`config.mk`:
```
export PLATFORM = sky130hd
export DESIGN_NAME = ps2_mouse_packet_accumulator
export DESIGN_NICKNAME = d
export VERILOG_FILES = /design/src/hw/rtl/ps2ma_pkg.sv /design/src/hw/rtl/ps2_mouse_packet_accumulator.sv /design/src/hw/rtl/ps2ma_core.sv
export SDC_FILE = /design/constraint.sdc
export NUM_CORES = 1
export LEC_CHECK = 0
export ABC_AREA = 1
export BUFFER_PORTS_ARGS = -buffer_cell sky130_fd_sc_hd__buf_2
export CAP_MARGIN = 20
export CORE_MARGIN = 4
export CORE_UTILIZATION = 45
export DETAILED_ROUTE_END_ITERATION = 10
export PLACE_DENSITY = 0.62
export SLEW_MARGIN = 20
export SYNTH_ARGS = -nofsm -noshare
export SYNTH_HDL_FRONTEND = slang
export SYNTH_SLANG_ARGS = --single-unit
```
`constraint.sdc`:
```
create_clock -name clk -period 3.3 [get_ports clk]
set_clock_uncertainty 0.15 [all_clocks]
set_input_delay 0.165 -clock clk [delete_from_list [all_inputs] [get_ports clk]]
set_output_delay 0.165 -clock clk [all_outputs]
set_load 0.005 [all_outputs]
```
`src/hw/rtl/ps2ma_pkg.sv`:
```
// Shared types and constants for the PS/2 mouse packet accumulator.
`default_nettype none

package ps2ma_pkg;

	// Default width of the running motion sums
	localparam int unsigned ACC_WIDTH_DEF = 16;

	// Width of the reported motion fields
	localparam int unsigned MOTION_W = 16;

	// Button field width and mask (left, right, middle)
	localparam int unsigned BTN_W = 3;
	localparam logic [BTN_W-1:0] BTN_MASK = 3'h7;

	// Input command codes
	localparam logic CMD_BYTE = 1'b0;
	localparam logic CMD_READ = 1'b1;

	// Report kinds
	localparam logic KIND_PACKET = 1'b0;
	localparam logic KIND_READ   = 1'b1;

	// Packet byte phases; any other value is the last byte of the packet
	localparam logic [1:0] PHASE_HEADER = 2'd0;
	localparam logic [1:0] PHASE_DX     = 2'd1;
	localparam logic [1:0] PHASE_DY     = 2'd2;

	// One input transaction
	typedef struct packed {
		logic       cmd;
		logic       aux_flag;
		logic [7:0] data_byte;
	} item_t;

	// One report
	typedef struct packed {
		logic                report_kind;
		logic [MOTION_W-1:0] motion_x;
		logic [MOTION_W-1:0] motion_y;
		logic [BTN_W-1:0]    button_state;
		logic [BTN_W-1:0]    pressed_mask;
		logic [BTN_W-1:0]    released_mask;
	} report_t;

endpackage

`default_nettype wire

```
`src/hw/rtl/ps2_mouse_packet_accumulator.sv`:
```
// Registered path: the input register, then the report register.
// Throughput: one transaction per cycle unless a due report meets a full slot; the input
// and report registers let a byte that yields no report pass a waiting report.
// Reset: arst_n clears the packet phase, buttons, sticky masks, sums and valid flags.
// A read command yields one report; the third aux byte of a packet yields one report.
`default_nettype none

module ps2_mouse_packet_accumulator #(
	parameter int unsigned ACC_WIDTH = ps2ma_pkg::ACC_WIDTH_DEF
) (
	input  wire  logic        clk,
	input  wire  logic        arst_n,
	input  wire  logic        s_axis_tvalid,
	output logic              s_axis_tready,
	input  wire  logic [7:0]  s_axis_tdata,  // [7:0] data_byte
	input  wire  logic [1:0]  s_axis_tuser,  // [0] cmd, [1] aux_flag
	output logic              m_axis_tvalid,
	input  wire  logic        m_axis_tready,
	// [15:0] motion_x, [31:16] motion_y, [34:32] button_state,
	// [37:35] pressed_mask, [40:38] released_mask, [47:41] zero
	output logic [47:0]       m_axis_tdata,
	output logic              m_axis_tuser   // report_kind
);

	ps2ma_pkg::item_t   item_s1;
	logic               valid_s1;
	ps2ma_pkg::report_t rpt;
	ps2ma_pkg::report_t rpt_q;
	logic               has_rpt;
	logic               out_free;
	logic               go_s1;
	logic               in_fire;

	// Stage advance: free when no report is due or the report slot opens
	assign out_free      = !m_axis_tvalid || m_axis_tready;
	assign go_s1         = valid_s1 && (!has_rpt || out_free);
	assign s_axis_tready = !valid_s1 || go_s1;
	assign in_fire       = s_axis_tvalid && s_axis_tready;

	// Input register
	always_ff @(posedge clk or negedge arst_n) begin
		if (!arst_n) begin
			valid_s1 <= 1'b0;
		end else if (in_fire) begin
			valid_s1 <= 1'b1;
		end else if (go_s1) begin
			valid_s1 <= 1'b0;
		end
	end

	always_ff @(posedge clk) begin
		if (in_fire) begin
			item_s1.cmd       <= s_axis_tuser[0];
			item_s1.aux_flag  <= s_axis_tuser[1];
			item_s1.data_byte <= s_axis_tdata;
		end
	end

	ps2ma_core #(
		.ACC_WIDTH(ACC_WIDTH)
	) u_core (
		.clk       (clk),
		.arst_n    (arst_n),
		.take      (go_s1),
		.item      (item_s1),
		.has_report(has_rpt),
		.report    (rpt)
	);

	// Report register
	always_ff @(posedge clk or negedge arst_n) begin
		if (!arst_n) begin
			m_axis_tvalid <= 1'b0;
		end else if (go_s1 && has_rpt) begin
			m_axis_tvalid <= 1'b1;
		end else if (m_axis_tready) begin
			m_axis_tvalid <= 1'b0;
		end
	end

	always_ff @(posedge clk) begin
		if (go_s1 && has_rpt) begin
			rpt_q <= rpt;
		end
	end

	assign m_axis_tuser = rpt_q.report_kind;
	assign m_axis_tdata = {7'd0, rpt_q.released_mask, rpt_q.pressed_mask,
		rpt_q.button_state, rpt_q.motion_y, rpt_q.motion_x};

endmodule

`default_nettype wire

```
`src/hw/rtl/ps2ma_core.sv`:
```
// Packet phase tracking, button edge detection and saturating motion sums.
`default_nettype none

module ps2ma_core #(
	parameter int unsigned ACC_WIDTH = ps2ma_pkg::ACC_WIDTH_DEF
) (
	input  wire                logic clk,
	input  wire                logic arst_n,
	input  wire                logic take,
	input  wire  ps2ma_pkg::item_t   item,
	output logic                     has_report,
	output ps2ma_pkg::report_t       report
);

	localparam int unsigned BW = ps2ma_pkg::BTN_W;
	localparam int unsigned MW = ps2ma_pkg::MOTION_W;

	logic [1:0]           phase_q;
	logic [7:0]           header_q;
	logic [7:0]           dx_q;
	logic [BW-1:0]        button_q;
	logic [BW-1:0]        pressed_q;
	logic [BW-1:0]        released_q;
	logic [ACC_WIDTH-1:0] sum_x_q;
	logic [ACC_WIDTH-1:0] sum_y_q;

	logic          is_read;
	logic          is_aux;
	logic          last_byte;
	logic [8:0]    dx9;
	logic [8:0]    ny9;
	logic [BW-1:0] new_btn;
	logic [BW-1:0] pr;
	logic [BW-1:0] rl;
	logic [ACC_WIDTH:0]    add_x;
	logic [ACC_WIDTH:0]    add_y;
	logic [ACC_WIDTH-1:0]  sat_x;
	logic [ACC_WIDTH-1:0]  sat_y;
	logic [ACC_WIDTH+MW-1:0] ext_x;
	logic [ACC_WIDTH+MW-1:0] ext_y;

	localparam logic [ACC_WIDTH-1:0] SUM_MAX = {1'b0, {(ACC_WIDTH-1){1'b1}}};
	localparam logic [ACC_WIDTH-1:0] SUM_MIN = {1'b1, {(ACC_WIDTH-1){1'b0}}};

	// Decode the transaction
	assign is_read   = (item.cmd == ps2ma_pkg::CMD_READ);
	assign is_aux    = (item.cmd == ps2ma_pkg::CMD_BYTE) && item.aux_flag;
	assign last_byte = (phase_q != ps2ma_pkg::PHASE_HEADER) &&
		(phase_q != ps2ma_pkg::PHASE_DX);
	assign has_report = is_read || (is_aux && last_byte);

	// Packet motion: dx as sent, dy negated (9 bits holds +128)
	assign dx9 = {dx_q[7], dx_q};
	assign ny9 = 9'd0 - {item.data_byte[7], item.data_byte};

	// Button edges against the previous packet
	assign new_btn = header_q[BW-1:0] & ps2ma_pkg::BTN_MASK;
	assign pr      = new_btn & ~button_q;
	assign rl      = button_q & ~new_btn;

	// Saturating sums: overflow when the two top bits of the wide sum differ
	assign add_x = {sum_x_q[ACC_WIDTH-1], sum_x_q} +
		{{(ACC_WIDTH-8){dx9[8]}}, dx9};
	assign add_y = {sum_y_q[ACC_WIDTH-1], sum_y_q} +
		{{(ACC_WIDTH-8){ny9[8]}}, ny9};

	always_comb begin
		if (add_x[ACC_WIDTH] != add_x[ACC_WIDTH-1]) begin
			sat_x = add_x[ACC_WIDTH] ? SUM_MIN : SUM_MAX;
		end else begin
			sat_x = add_x[ACC_WIDTH-1:0];
		end
		if (add_y[ACC_WIDTH] != add_y[ACC_WIDTH-1]) begin
			sat_y = add_y[ACC_WIDTH] ? SUM_MIN : SUM_MAX;
		end else begin
			sat_y = add_y[ACC_WIDTH-1:0];
		end
	end

	// Sums reported as their low bits after sign extension
	assign ext_x = {{MW{sum_x_q[ACC_WIDTH-1]}}, sum_x_q};
	assign ext_y = {{MW{sum_y_q[ACC_WIDTH-1]}}, sum_y_q};

	// Report contents
	always_comb begin
		if (is_read) begin
			report.report_kind   = ps2ma_pkg::KIND_READ;
			report.motion_x      = ext_x[MW-1:0];
			report.motion_y      = ext_y[MW-1:0];
			report.button_state  = button_q;
			report.pressed_mask  = pressed_q;
			report.released_mask = released_q;
		end else begin
			report.report_kind   = ps2ma_pkg::KIND_PACKET;
			report.motion_x      = {{(MW-9){dx9[8]}}, dx9};
			report.motion_y      = {{(MW-9){ny9[8]}}, ny9};
			report.button_state  = new_btn;
			report.pressed_mask  = pr;
			report.released_mask = rl;
		end
	end

	// State update per accepted transaction
	always_ff @(posedge clk or negedge arst_n) begin
		if (!arst_n) begin
			phase_q    <= ps2ma_pkg::PHASE_HEADER;
			header_q   <= '0;
			dx_q       <= '0;
			button_q   <= '0;
			pressed_q  <= '0;
			released_q <= '0;
			sum_x_q    <= '0;
			sum_y_q    <= '0;
		end else if (take) begin
			if (is_read) begin
				sum_x_q    <= '0;
				sum_y_q    <= '0;
				pressed_q  <= '0;
				released_q <= '0;
			end else if (is_aux) begin
				case (phase_q)
					ps2ma_pkg::PHASE_HEADER: begin
						header_q <= item.data_byte;
						phase_q  <= ps2ma_pkg::PHASE_DX;
					end
					ps2ma_pkg::PHASE_DX: begin
						dx_q    <= item.data_byte;
						phase_q <= ps2ma_pkg::PHASE_DY;
					end
					default: begin
						sum_x_q    <= sat_x;
						sum_y_q    <= sat_y;
						pressed_q  <= pressed_q | pr;
						released_q <= released_q | rl;
						button_q   <= new_btn;
						phase_q    <= ps2ma_pkg::PHASE_HEADER;
					end
				endcase
			end
		end
	end

endmodule

`default_nettype wire

```
==> summary.txt, run 1 <==
Clock network
  • CTS tree: built
  • # H-tree levels: 3
  • CTS sink count: 108
  • CTS Root Cell: clkbuf_16
  • CTS buffer count: 9
  • Max clock buf depth: 2
  • Clk_lat worst skew: 0.36 ns
  • Clk pin slew, worst setup/hold paths: 0.08 ns

Place
  • Dpl cell area: 6880 sq um
  • RePlAce Congestion: 0.893
  • Cells after DPL: 1030
  • Number of buffers inserted by port buffering: 57
  • HPWL after DPL: 10.5 mm

Detailed routing
  • Avg WL per Cell: 13.7 microns
  • Initial drt markers: 330
  • Antenna-violating nets left: 0
  • Drt total wl: 14.6 mm
  • Pre-Repair DR Iteration Count: 5
  • Via count of the routed design: 5226
  • Via density: 4.92
  • Drt drc: 0

Final layout
  • Final core occ: 54.0%
  • Final non-filler cell total: 1063
  • Area delta synth->final: 16.9%
  • Final net count: 931
  • Antenna Cells: 0
  • Layout cell share with drive strength beyond 1: 14.6%
  • Design area: 7550 sq um

Status
  • Status: finished, final reports clean

Synth
  • Yosys reg bits: 108
  • Cells after synthesis: 804
  • Predominant post-synthesis flop cell: dfrtp_1
  • Synth cell types: 35
  • Sequential area share after synthesis: 45.9%
  • Mapped Avg Cell Area: 8.03 sq um
  • Number of synthesized flops with an enable pin: 52
  • Yosys warning total: 0
  • Count leader, synth: nand2_1
  • Commonest cells in the synthesized netlist: 325 x nand2_1, 92 x inv_1, 56 x dfrtp_1, 52 x edfxtp_1, 51 x nand3_1
  • Async set-reset flop share out of synthesis: 51.9%
  • Yosys top cell area share: 24.2%
  • Area contributors post-synth: edfxtp_1 24%, dfrtp_1 22%, nand2_1 19%, ha_1 7.2%, inv_1 5.3%
  • Synth Cell Area: 6450 sq um
  • Leading area contributor after synthesis: edfxtp_1

Floorplanning
  • I/O pins: 65
  • Rows: 43
  • Initial Util: 46.1%
  • CORE AREA: 14000 sq um
  • Die width: 128 microns
  • Vert. Die Dim: 128 microns
  • Die area: 16300 sq um

GRT
  • Largest net degree at the start of global routing: 55
  • Number of antenna violations at the first check in global routing: 0
  • Number of global-route vias before repair: 4842
  • Global-route wire length before repair: 24.0 mm
  • Gr ovfl total: 0
  • GR Util All Layers: 18.5%

Worst hold path
  • Worst Hold Class: in2async

Timing
  • Crit path time final: 3.07 ns
  • Slew at the pin closest to its max-slew limit: 0.911 ns
  • Fin. Hold Viols: 0
  • Slew headroom: 39.3%
  • Tcrit/Tclk final: 93.1%
  • Fmax: 325 MHz
  • Slew Viols, Final: 0
  • Setup violators final: 0

Worst setup path
  • Worst endpoint data arrival time: 3.18 ns
  • Crit path required time: 3.41 ns
  • Crit-path max FO: 15
  • CP Capture Type: flop
  • CP Class: reg2reg
  • Crit path launch type: flop

Power
  • VDD IR-drop max: 401 uV
  • Lkg Pwr: 0.00386 uW
  • P per Cell Area: 823 nW/um^2

Run
  • Max_cap viols: 0
[path summary, 6_finish.rpt]
kind                                      start              endpoint  slack (ns)  cells past startpoint
hold / removal                           arst_n     u_core.sum_x_q[4]        0.33                      2
hold reg to reg            u_core.released_q[2]  u_core.released_q[2]        0.36                      2
max in group asynchronous                arst_n    u_core.sum_x_q[15]        1.89                      3
setup / recovery                     item_s1[0]    u_core.sum_y_q[12]        0.23                     20
min in group clk           u_core.released_q[2]  u_core.released_q[2]        0.36                      2
setup reg to reg                     item_s1[0]    u_core.sum_y_q[12]        0.23                     20
[layout make-up]
class	instances	area (sq um)
Tap cell	180	225
Fill cell	1341	6440
Inverter	96	363
Timing Repair Buffer	81	529
Multi-Input combinational cell	582	3140
Clock inverter	5	56.3
Sequential cell	108	2960
Clock buffer	11	275
[worst max-delay path, cell delays in order (launching register included)]
cell and delay, ns:
edfxtp_1 0.39, inv_1 0.11, ha_2 0.21, nand3_2 0.12, nor3_4 0.22, xor2_1 0.21
inv_1 0.07, ha_2 0.30, nand2_2 0.09, inv_1 0.05, a21oi_1 0.14, nand2_1 0.12
nand2_2 0.11, nand2_1 0.08, nand2_1 0.08, nand2_2 0.07, nand2_1 0.10, buf_12 0.15
nand3_1 0.08, nand2_1 0.07, nand2_1 0.05
[layer usage]
| layer | track usage, % | routed length [microns] | vias up |
|---|---|---|---|
| met2 | 27.4 | 6350 | 136 |
| met1 | 27.7 | 7330 | 2380 |
| met5 | 0 | 0 | - |
| li1 | - | - | 2701 |
| met4 | 4.49 | 150 | 0 |
| met3 | 3.79 | 752 | 9 |
[power breakdown]
| part | switching (uW) | total, uW | internal (uW) |
|---|---|---|---|
| clock network | 526 | 1150 | 625 |
| registers | 319 | 2190 | 1870 |
| logic | 1720 | 2870 | 1150 |
[logic make-up after synthesis]
logic type | after synthesis | share of synthesized area [%]
adders and majority gates | 39 | 7.79
other | 1 | 0.0581
and+or+nand+nor | 430 | 27.5
AOI/OAI and AO/OA | 78 | 6.71
buffers and inverters | 121 | 8.33
xor gates and xnor gates | 26 | 3.53
muxes | 1 | 0.155
DFF | 108 | 45.9
[metrics by stage]
| step | setup TNS [ns] | setup WS (ns) | hold slack (ns) | total power, uW |
|---|---|---|---|---|
| floorplan | 0 | 0.224 | -0.281 | 4290 |
| global placement | 0 | 0.112 | 0.195 | 4910 |
| detailed placement | 0 | 0.0191 | 0.194 | 4930 |
| CTS | 0 | 0.0128 | 0.350 | 6120 |
| global route | -0.00540 | -0.00272 | 0.367 | 6770 |
| finish | 0 | 0.227 | 0.325 | 6210 |
[state kept, by name, summed over array words and instances, names as in the netlist]
name / count
m_axis_tdata: 41
u_core.sum_x_q: 16
u_core.sum_y_q: 16
item_s1: 10
u_core.dx_q: 8
u_core.button_q: 3
u_core.header_q: 3
u_core.pressed_q: 3
u_core.released_q: 3
u_core.phase_q: 2
m_axis_tuser: 1
m_axis_tvalid: 1
valid_s1: 1
[cells in the final DEF, fill, tap and decap left out, drive strengths merged]
cell type and count:
nand3 51, nand4 1, dfrtp 56, inv 97
xnor2 20, nand2 337, fa 2, o21bai 4
nor3 9, mux2i 1, a21oi 32, a21boi 1
o22ai 2, buf 67, xor2 6, a31oi 1
nand3b 7, dlygate4sd3 14, nor2 25, clkinv 4
and2 1, clkbuf 11, ha 37, conb 7
o21ai 38, edfxtp 52
[timing repair]
action / in CTS / in global routing
hold buffers: 14 / 0
setup buffers: 0 / 2
gates resized for setup: 0 / 28
endpoints found under the hold margin: 50 / 0
endpoints found under the setup margin: 0 / 15
Note: power is estimated with default switching activity, not from simulation.
==> run 2: changes to the inputs <==
--- a/config.mk
+++ b/config.mk
@@ -12,6 +12,7 @@
 export CORE_UTILIZATION = 45
 export DETAILED_ROUTE_END_ITERATION = 10
 export PLACE_DENSITY = 0.62
+export RECOVER_POWER = 25
 export SLEW_MARGIN = 20
 export SYNTH_ARGS = -nofsm -noshare
 export SYNTH_HDL_FRONTEND = slang
==> constraint.sdc (replaced) <==
create_clock -name clk -period 2.92 [get_ports clk]
set_clock_uncertainty 0.15 [all_clocks]
set_input_delay 0.146 -clock clk [delete_from_list [all_inputs] [get_ports clk]]
set_output_delay 0.146 -clock clk [all_outputs]
set_load 0.005 [all_outputs]
==> run 2 against run 1 <==
Effect of this change:
- the flow now finishes with violations (setup timing)
- non-clock buffer count is 60 higher
- final cell count is 5.7% higher
- setup slack lost 0.36 ns
- global-route usage rose by 1.6 points
- register-to-register slack got worse by 0.36 ns
- sequential power grew 14%
- utilization rose by 5.5 points
- sequential share of layout area decreased by 3.7 points
- clock power is 13% higher
- first-iteration DRC count down 3.9%
- design area grew 10%
- critical path type unchanged
- largest cell class unchanged
==> summary.txt, run 2 (synthesized netlist as in run 1, its figures left out) <==
Timing
  • Crit path time final: 3.06 ns
  • Slew headroom: 1.84%
  • Fin. Hold Viols: 0
  • Fmax: 327 MHz
  • RSZ-0062 raised after global routing: true
  • Slew at the pin closest to its max-slew limit: 1.47 ns
  • Setup violators final: 16
  • Final worst slack: -0.137 ns
  • Tcrit/Tclk final: 105%
  • Setup_tns: -1.77 ns
  • Slew Viols, Final: 0

Power
  • VDD IR-drop max: 371 uV
  • Sequential power share: 32.7%
  • NetSw: 3180 uW
  • Total power: 7620 uW
  • Lkg Pwr: 0.00417 uW
  • P per Cell Area: 915 nW/um^2
  • Clock share of power: 17.1%
  • Internal: 4430 uW
  • Gate power share: 50.2%
  • Sw frac: 41.8%

GRT
  • GR Util All Layers: 20.1%
  • Number of global-route vias before repair: 5376
  • Gr ovfl total: 0
  • Largest net degree at the start of global routing: 45
  • Global-route wire length before repair: 26.3 mm
  • Number of antenna violations at the first check in global routing: 0

Clock network
  • Max clock buf depth: 2
  • CTS Root Cell: clkbuf_16
  • Clk pin slew, worst setup/hold paths: 0.08 ns
  • CTS buffer count: 9
  • CTS sink count: 108
  • Clk_lat worst skew: 0.36 ns
  • # H-tree levels: 3
  • CTS tree: built

Worst hold path
  • WHS Path Cells: 2
  • Worst Hold Class: in2reg
  • Hold Path End: item_s1[7]
  • Worst Hold Launch: s_axis_tdata[7]

Floorplanning
  • CORE AREA: 14000 sq um
  • Vert. Die Dim: 128 microns
  • Initial Util: 46.1%
  • Die width: 128 microns
  • I/O pins: 65
  • Die area: 16300 sq um
  • Rows: 43

Worst setup path
  • CP Class: reg2reg
  • Reg2reg setup slack: -0.14 ns
  • Crit-path max FO: 7
  • Critical R2R Capture: u_core.sum_y_q[11]
  • Worst endpoint data arrival time: 3.21 ns
  • Worst r2r path cells: 20
  • Crit path launch type: flop
  • Worst R2R Start: item_s1[0]
  • CP Capture Type: flop
  • Crit path required time: 3.07 ns

Run
  • Max_cap viols: 0

Place
  • HPWL after DPL: 11.2 mm
  • Cells after DPL: 1079
  • RePlAce Congestion: 0.932
  • Number of buffers inserted by port buffering: 57

Final layout
  • Commonest cells after routing, fill and taps aside: 294 x nand2_1, 81 x inv_1, 61 x buf_4, 56 x dfrtp_1, 52 x edfxtp_1
  • Final net count: 992
  • Layout cell share with drive strength beyond 1: 24.9%
  • Fillers: 1210
  • Antenna Cells: 0
  • Final core occ: 59.5%
  • Max reg flops: 41
  • Area delta synth->final: 29.0%
  • Most common cell after layout, fill and taps aside: nand2_1
  • Final non-filler cell total: 1124

Detailed routing
  • Via density: 4.99
  • Antenna-violating nets left: 0
  • Drt drc: 0
  • Avg WL per Cell: 14.6 microns
  • Initial drt markers: 317
  • Drt total wl: 16.4 mm
  • Via count of the routed design: 5606
  • Pre-Repair DR Iteration Count: 6

Status
  • Violated checks: setup timing
  • Status: finished with violations
[run 2: cell count changes in the layout (fill, tap and decap cells not counted), moves of 6 or more]
| cell | before | now |
|---|---|---|
| buf_2 | 57 | 48 |
| nand2_4 | 3 | 9 |
| inv_1 | 91 | 81 |
| inv_2 | 3 | 12 |
| clkbuf_1 | 0 | 10 |
| nand2_1 | 321 | 294 |
| nand2_2 | 13 | 33 |
| ha_4 | 6 | 14 |
| buf_4 | 7 | 61 |
[run 2: layout make-up]
cell class | count | area (sq um) | area share [%]
tap | 180 | 225 | 2.71
multi-input combinational | 583 | 3460 | 41.6
clock inverter | 7 | 90.1 | 1.08
clock buffer | 9 | 225 | 2.71
inverter | 96 | 367 | 4.40
sequential | 108 | 2960 | 35.6
timing repair buffer | 141 | 992 | 11.9
[run 2: layer usage]
layer | wire length (microns) | global-route usage, %
met1 | 7630 | 28.0
met2 | 7540 | 31.8
met3 | 895 | 4.13
met4 | 306 | 5.87
met5 | 0 | 0
[run 2: through the flow]
| step | setup slack (ns) | cell area [sq um] | hold WS [ns] |
|---|---|---|---|
| global placement | -0.173 | 7290 | 0.0305 |
| global route | -0.332 | 8320 | 0.328 |
| detailed placement | -0.275 | 7290 | 0.0454 |
| CTS | -0.0753 | 7990 | 0.189 |
| finish | -0.137 | 8320 | 0.334 |
| floorplan | 0.0290 | 6500 | -0.300 |
[run 2: critical path, stage by stage, from the launching register on]
cell	delay, ns
edfxtp_1	0.41
inv_2	0.12
ha_4	0.16
nand3_4	0.07
nor3_4	0.25
buf_6	0.14
a21oi_4	0.09
buf_12	0.17
ha_4	0.26
nand2_4	0.07
inv_1	0.05
nand2_1	0.07
nand2_1	0.07
a21oi_2	0.18
nand2_2	0.07
nand2_2	0.08
nand2_4	0.09
a21oi_4	0.19
buf_6	0.16
nand2_1	0.06
nand2_1	0.06
[run 2: worst max path at each step]
| stage | start | end | slack [ns] |
|---|---|---|---|
| floorplan | item_s1[0] | u_core.sum_y_q[10] | 0.03 |
| global route | item_s1[0] | u_core.sum_y_q[13] | -0.33 |
| global placement | item_s1[0] | u_core.sum_y_q[0] | -0.17 |
| finish | item_s1[0] | u_core.sum_y_q[11] | -0.14 |
| detailed placement | item_s1[0] | u_core.sum_y_q[0] | -0.27 |
| CTS | item_s1[0] | u_core.sum_y_q[5] | -0.08 |
[run 2: what timing repair did]
item,CTS,global route
buffers inserted,7,7
hold buffers,14,0
cloned,3,0
resized for setup,38,62
pin swaps,19,30
endpoints found under the setup margin,16,31
endpoints found under the hold margin,35,0
[run 2: power by group through the flow]
stage          clock (uW)  combinational, uW  sequential [uW]
6_report             1300               3820             2490
5_1_grt              1380               4300             2550
4_1_cts              1320               3540             2470
3_5_place_dp            0               3350             2490
3_3_place_gp            0               3310             2470
2_1_floorplan           0               2460             2400
==> run 3: changes to the inputs <==
--- a/config.mk
+++ b/config.mk
@@ -13,6 +13,7 @@
 export DETAILED_ROUTE_END_ITERATION = 10
 export PLACE_DENSITY = 0.62
 export RECOVER_POWER = 25
+export REMOVE_ABC_BUFFERS = 1
 export SLEW_MARGIN = 20
 export SYNTH_ARGS = -nofsm -noshare
 export SYNTH_HDL_FRONTEND = slang
==> run 3 against run 2 <==
Effect of this change:
- the run still ends with setup timing left
- combinational power up 4%
- utilization down 0.17 points
- global-route usage is 0.58 points lower
- first-iteration DRC count up 14%
- critical endpoint is now u_core.sum_y_q[14]
- largest power group unchanged
- highest routed layer unchanged
==> summary.txt, run 3 (synthesized netlist as in run 1, its figures left out) <==
Worst setup path
  • CP top delay family: simple AND/OR/NAND/NOR gates
  • CP Class: reg2reg
  • Crit path required time: 3.02 ns
  • Most used cell, CP: nand2_1
  • Worst endpoint data arrival time: 3.02 ns
  • Critical path, cell by cell: inv_2, ha_4, nand3_4, nor3_4, a21oi_2, buf_6, ha_4, nand2_1, nor2_1, a21oi_4, buf_4, buf_4, nand3_4, nand2_8, nand2_8, nand3_1, nand2_1, nand2_1
  • Critical-path top delay cell: edfxtp_1
  • Crit-path max FO: 8
  • Crit path launch type: flop
  • Buffer and inverter count on the worst path: 4
  • Max stage delay on crit path: 0.40 ns
  • CP Capture Type: flop

Timing
  • Setup_tns: -0.00984 ns
  • Setup violators final: 2
  • Final hold slack: 0.341 ns
  • Fmax: 342 MHz
  • Tcrit/Tclk final: 100%
  • RSZ-0062 raised after global routing: true
  • Fin. Hold Viols: 0
  • Crit path time final: 2.93 ns
  • Slew Viols, Final: 0
  • Slew at the pin closest to its max-slew limit: 1.15 ns
  • Final worst slack: -0.00512 ns
  • Slew headroom: 23.5%

Final layout
  • Most common cell after layout, fill and taps aside: nand2_1
  • Area delta synth->final: 28.6%
  • Final core occ: 59.3%
  • Layout cell share with drive strength beyond 1: 23.9%
  • Multi-input gate area: 3440 sq um
  • Max reg flops: 41
  • Antenna Cells: 0
  • Commonest cells after routing, fill and taps aside: 301 x nand2_1, 83 x inv_1, 61 x buf_4, 56 x dfrtp_1, 52 x edfxtp_1
  • Reg area: 2960 sq um
  • Fillers: 1237
  • Final net count: 990
  • Design area: 8300 sq um

Run
  • Max_cap viols: 0

Detailed routing
  • Avg WL per Cell: 14.4 microns
  • Drt total wl: 16.2 mm
  • Via count of the routed design: 5512
  • Via density: 4.91
  • Drt drc: 0
  • Pre-Repair DR Iteration Count: 5
  • Initial drt markers: 360
  • Antenna-violating nets left: 0

Floorplanning
  • Die area: 16300 sq um
  • Rows: 43
  • Die width: 128 microns
  • Vert. Die Dim: 128 microns
  • CORE AREA: 14000 sq um
  • Initial Util: 46.1%
  • I/O pins: 65

Power
  • Gate power share: 51.4%
  • Sequential power share: 32.1%
  • Clock share of power: 16.5%
  • Sw frac: 41.0%
  • NetSw: 3160 uW
  • Lkg Pwr: 0.00417 uW
  • Internal: 4540 uW
  • VDD IR-drop max: 339 uV
  • P per Cell Area: 928 nW/um^2

Place
  • Number of buffers inserted by port buffering: 57
  • Dpl cell area: 7290 sq um
  • HPWL after DPL: 11.1 mm
  • Pre-CTS setup slack: -0.320 ns
  • RePlAce Congestion: 0.901

Clock network
  • Max clock buf depth: 2
  • CTS sink count: 108
  • Clk_lat worst skew: 0.36 ns
  • CTS buffer count: 9
  • CTS Root Cell: clkbuf_16
  • # H-tree levels: 3
  • Clk pin slew, worst setup/hold paths: 0.07 ns
  • CTS tree: built

Worst hold path
  • Worst Hold Class: reg2reg

GRT
  • GR Util All Layers: 19.5%
  • Number of antenna violations at the first check in global routing: 0
  • Largest net degree at the start of global routing: 49
  • Global-route wire length before repair: 25.3 mm
  • Gr ovfl total: 0
  • Number of global-route vias before repair: 5084

Status
  • Status: finished with violations
  • Violated checks: setup timing
[run 3: changes by cell type in the layout (fill, tap and decap cells not counted), moves of 3 or more]
cell,previous run,this run
clkbuf_1,10,7
inv_8,3,0
nand2_1,294,301
nand2_2,33,26
nand3_1,46,43
[run 3: worst register-to-register path, delay by kind of cell (launching register included)]
kind	cells	cell delay (ns)
AO/OA/AOI/OAI	2	0.21
adder cells (fa/ha/maj)	2	0.45
buffers and inverters	4	0.57
flip-flops	1	0.40
AND/OR/NAND/NOR	10	1.03
[run 3: worst paths after layout]
check | end | slack [ns] | from | cells after the start
setup / recovery | u_core.sum_y_q[14] | -0.005 | item_s1[0] | 18
hold / removal | u_core.released_q[2] | 0.34 | u_core.released_q[2] | 2
setup reg to reg | u_core.sum_y_q[14] | -0.005 | item_s1[0] | 18
hold reg to reg | u_core.released_q[2] | 0.34 | u_core.released_q[2] | 2
max in group asynchronous | u_core.sum_y_q[11] | 1.45 | arst_n | 3
min in group asynchronous | u_core.sum_x_q[8] | 0.39 | arst_n | 2
[run 3: layout make-up]
cell class	count	share of cell area, %
clock buffers	11	3.04
clock inverters	5	0.708
inverters	96	4.39
multi-input cells	582	41.4
flip-flops and latches	108	35.7
well taps	180	2.71
repair buffers	140	12.0
[run 3: power by group through the flow]
| stage | clock network [uW] | logic, uW | registers (uW) |
|---|---|---|---|
| after global routing | 1360 | 4400 | 2530 |
| after floorplan | 0 | 2340 | 2410 |
| after CTS | 1290 | 3610 | 2460 |
| after global placement | 0 | 3400 | 2460 |
| after detailed placement | 0 | 3420 | 2470 |
| final | 1270 | 3960 | 2480 |
[run 3: metrics by stage]
step	total power, uW	std cells
finish	7700	1122
global route	8290	1122
CTS	7360	1114
detailed placement	5890	1081
global placement	5860	1081
floorplan	4750	785
[run 3: what timing repair did]
item,in CTS,in global routing
pin swaps,8,27
hold buffers,13,0
setup buffers,2,8
resized for setup,36,59
hold endpoints to repair,52,0
setup endpoints to repair,16,16
cloned,2,1
[run 3: routing by layer]
| layer | track usage [%] | share of wire, % | vias to the layer above |
|---|---|---|---|
| li1 | - | - | 2826 |
| met2 | 31.1 | 46 | 128 |
| met3 | 2.79 | 4.6 | 18 |
| met4 | 5.43 | 1.4 | 0 |
| met5 | 0 | 0 | - |
| met1 | 27.9 | 48 | 2540 |
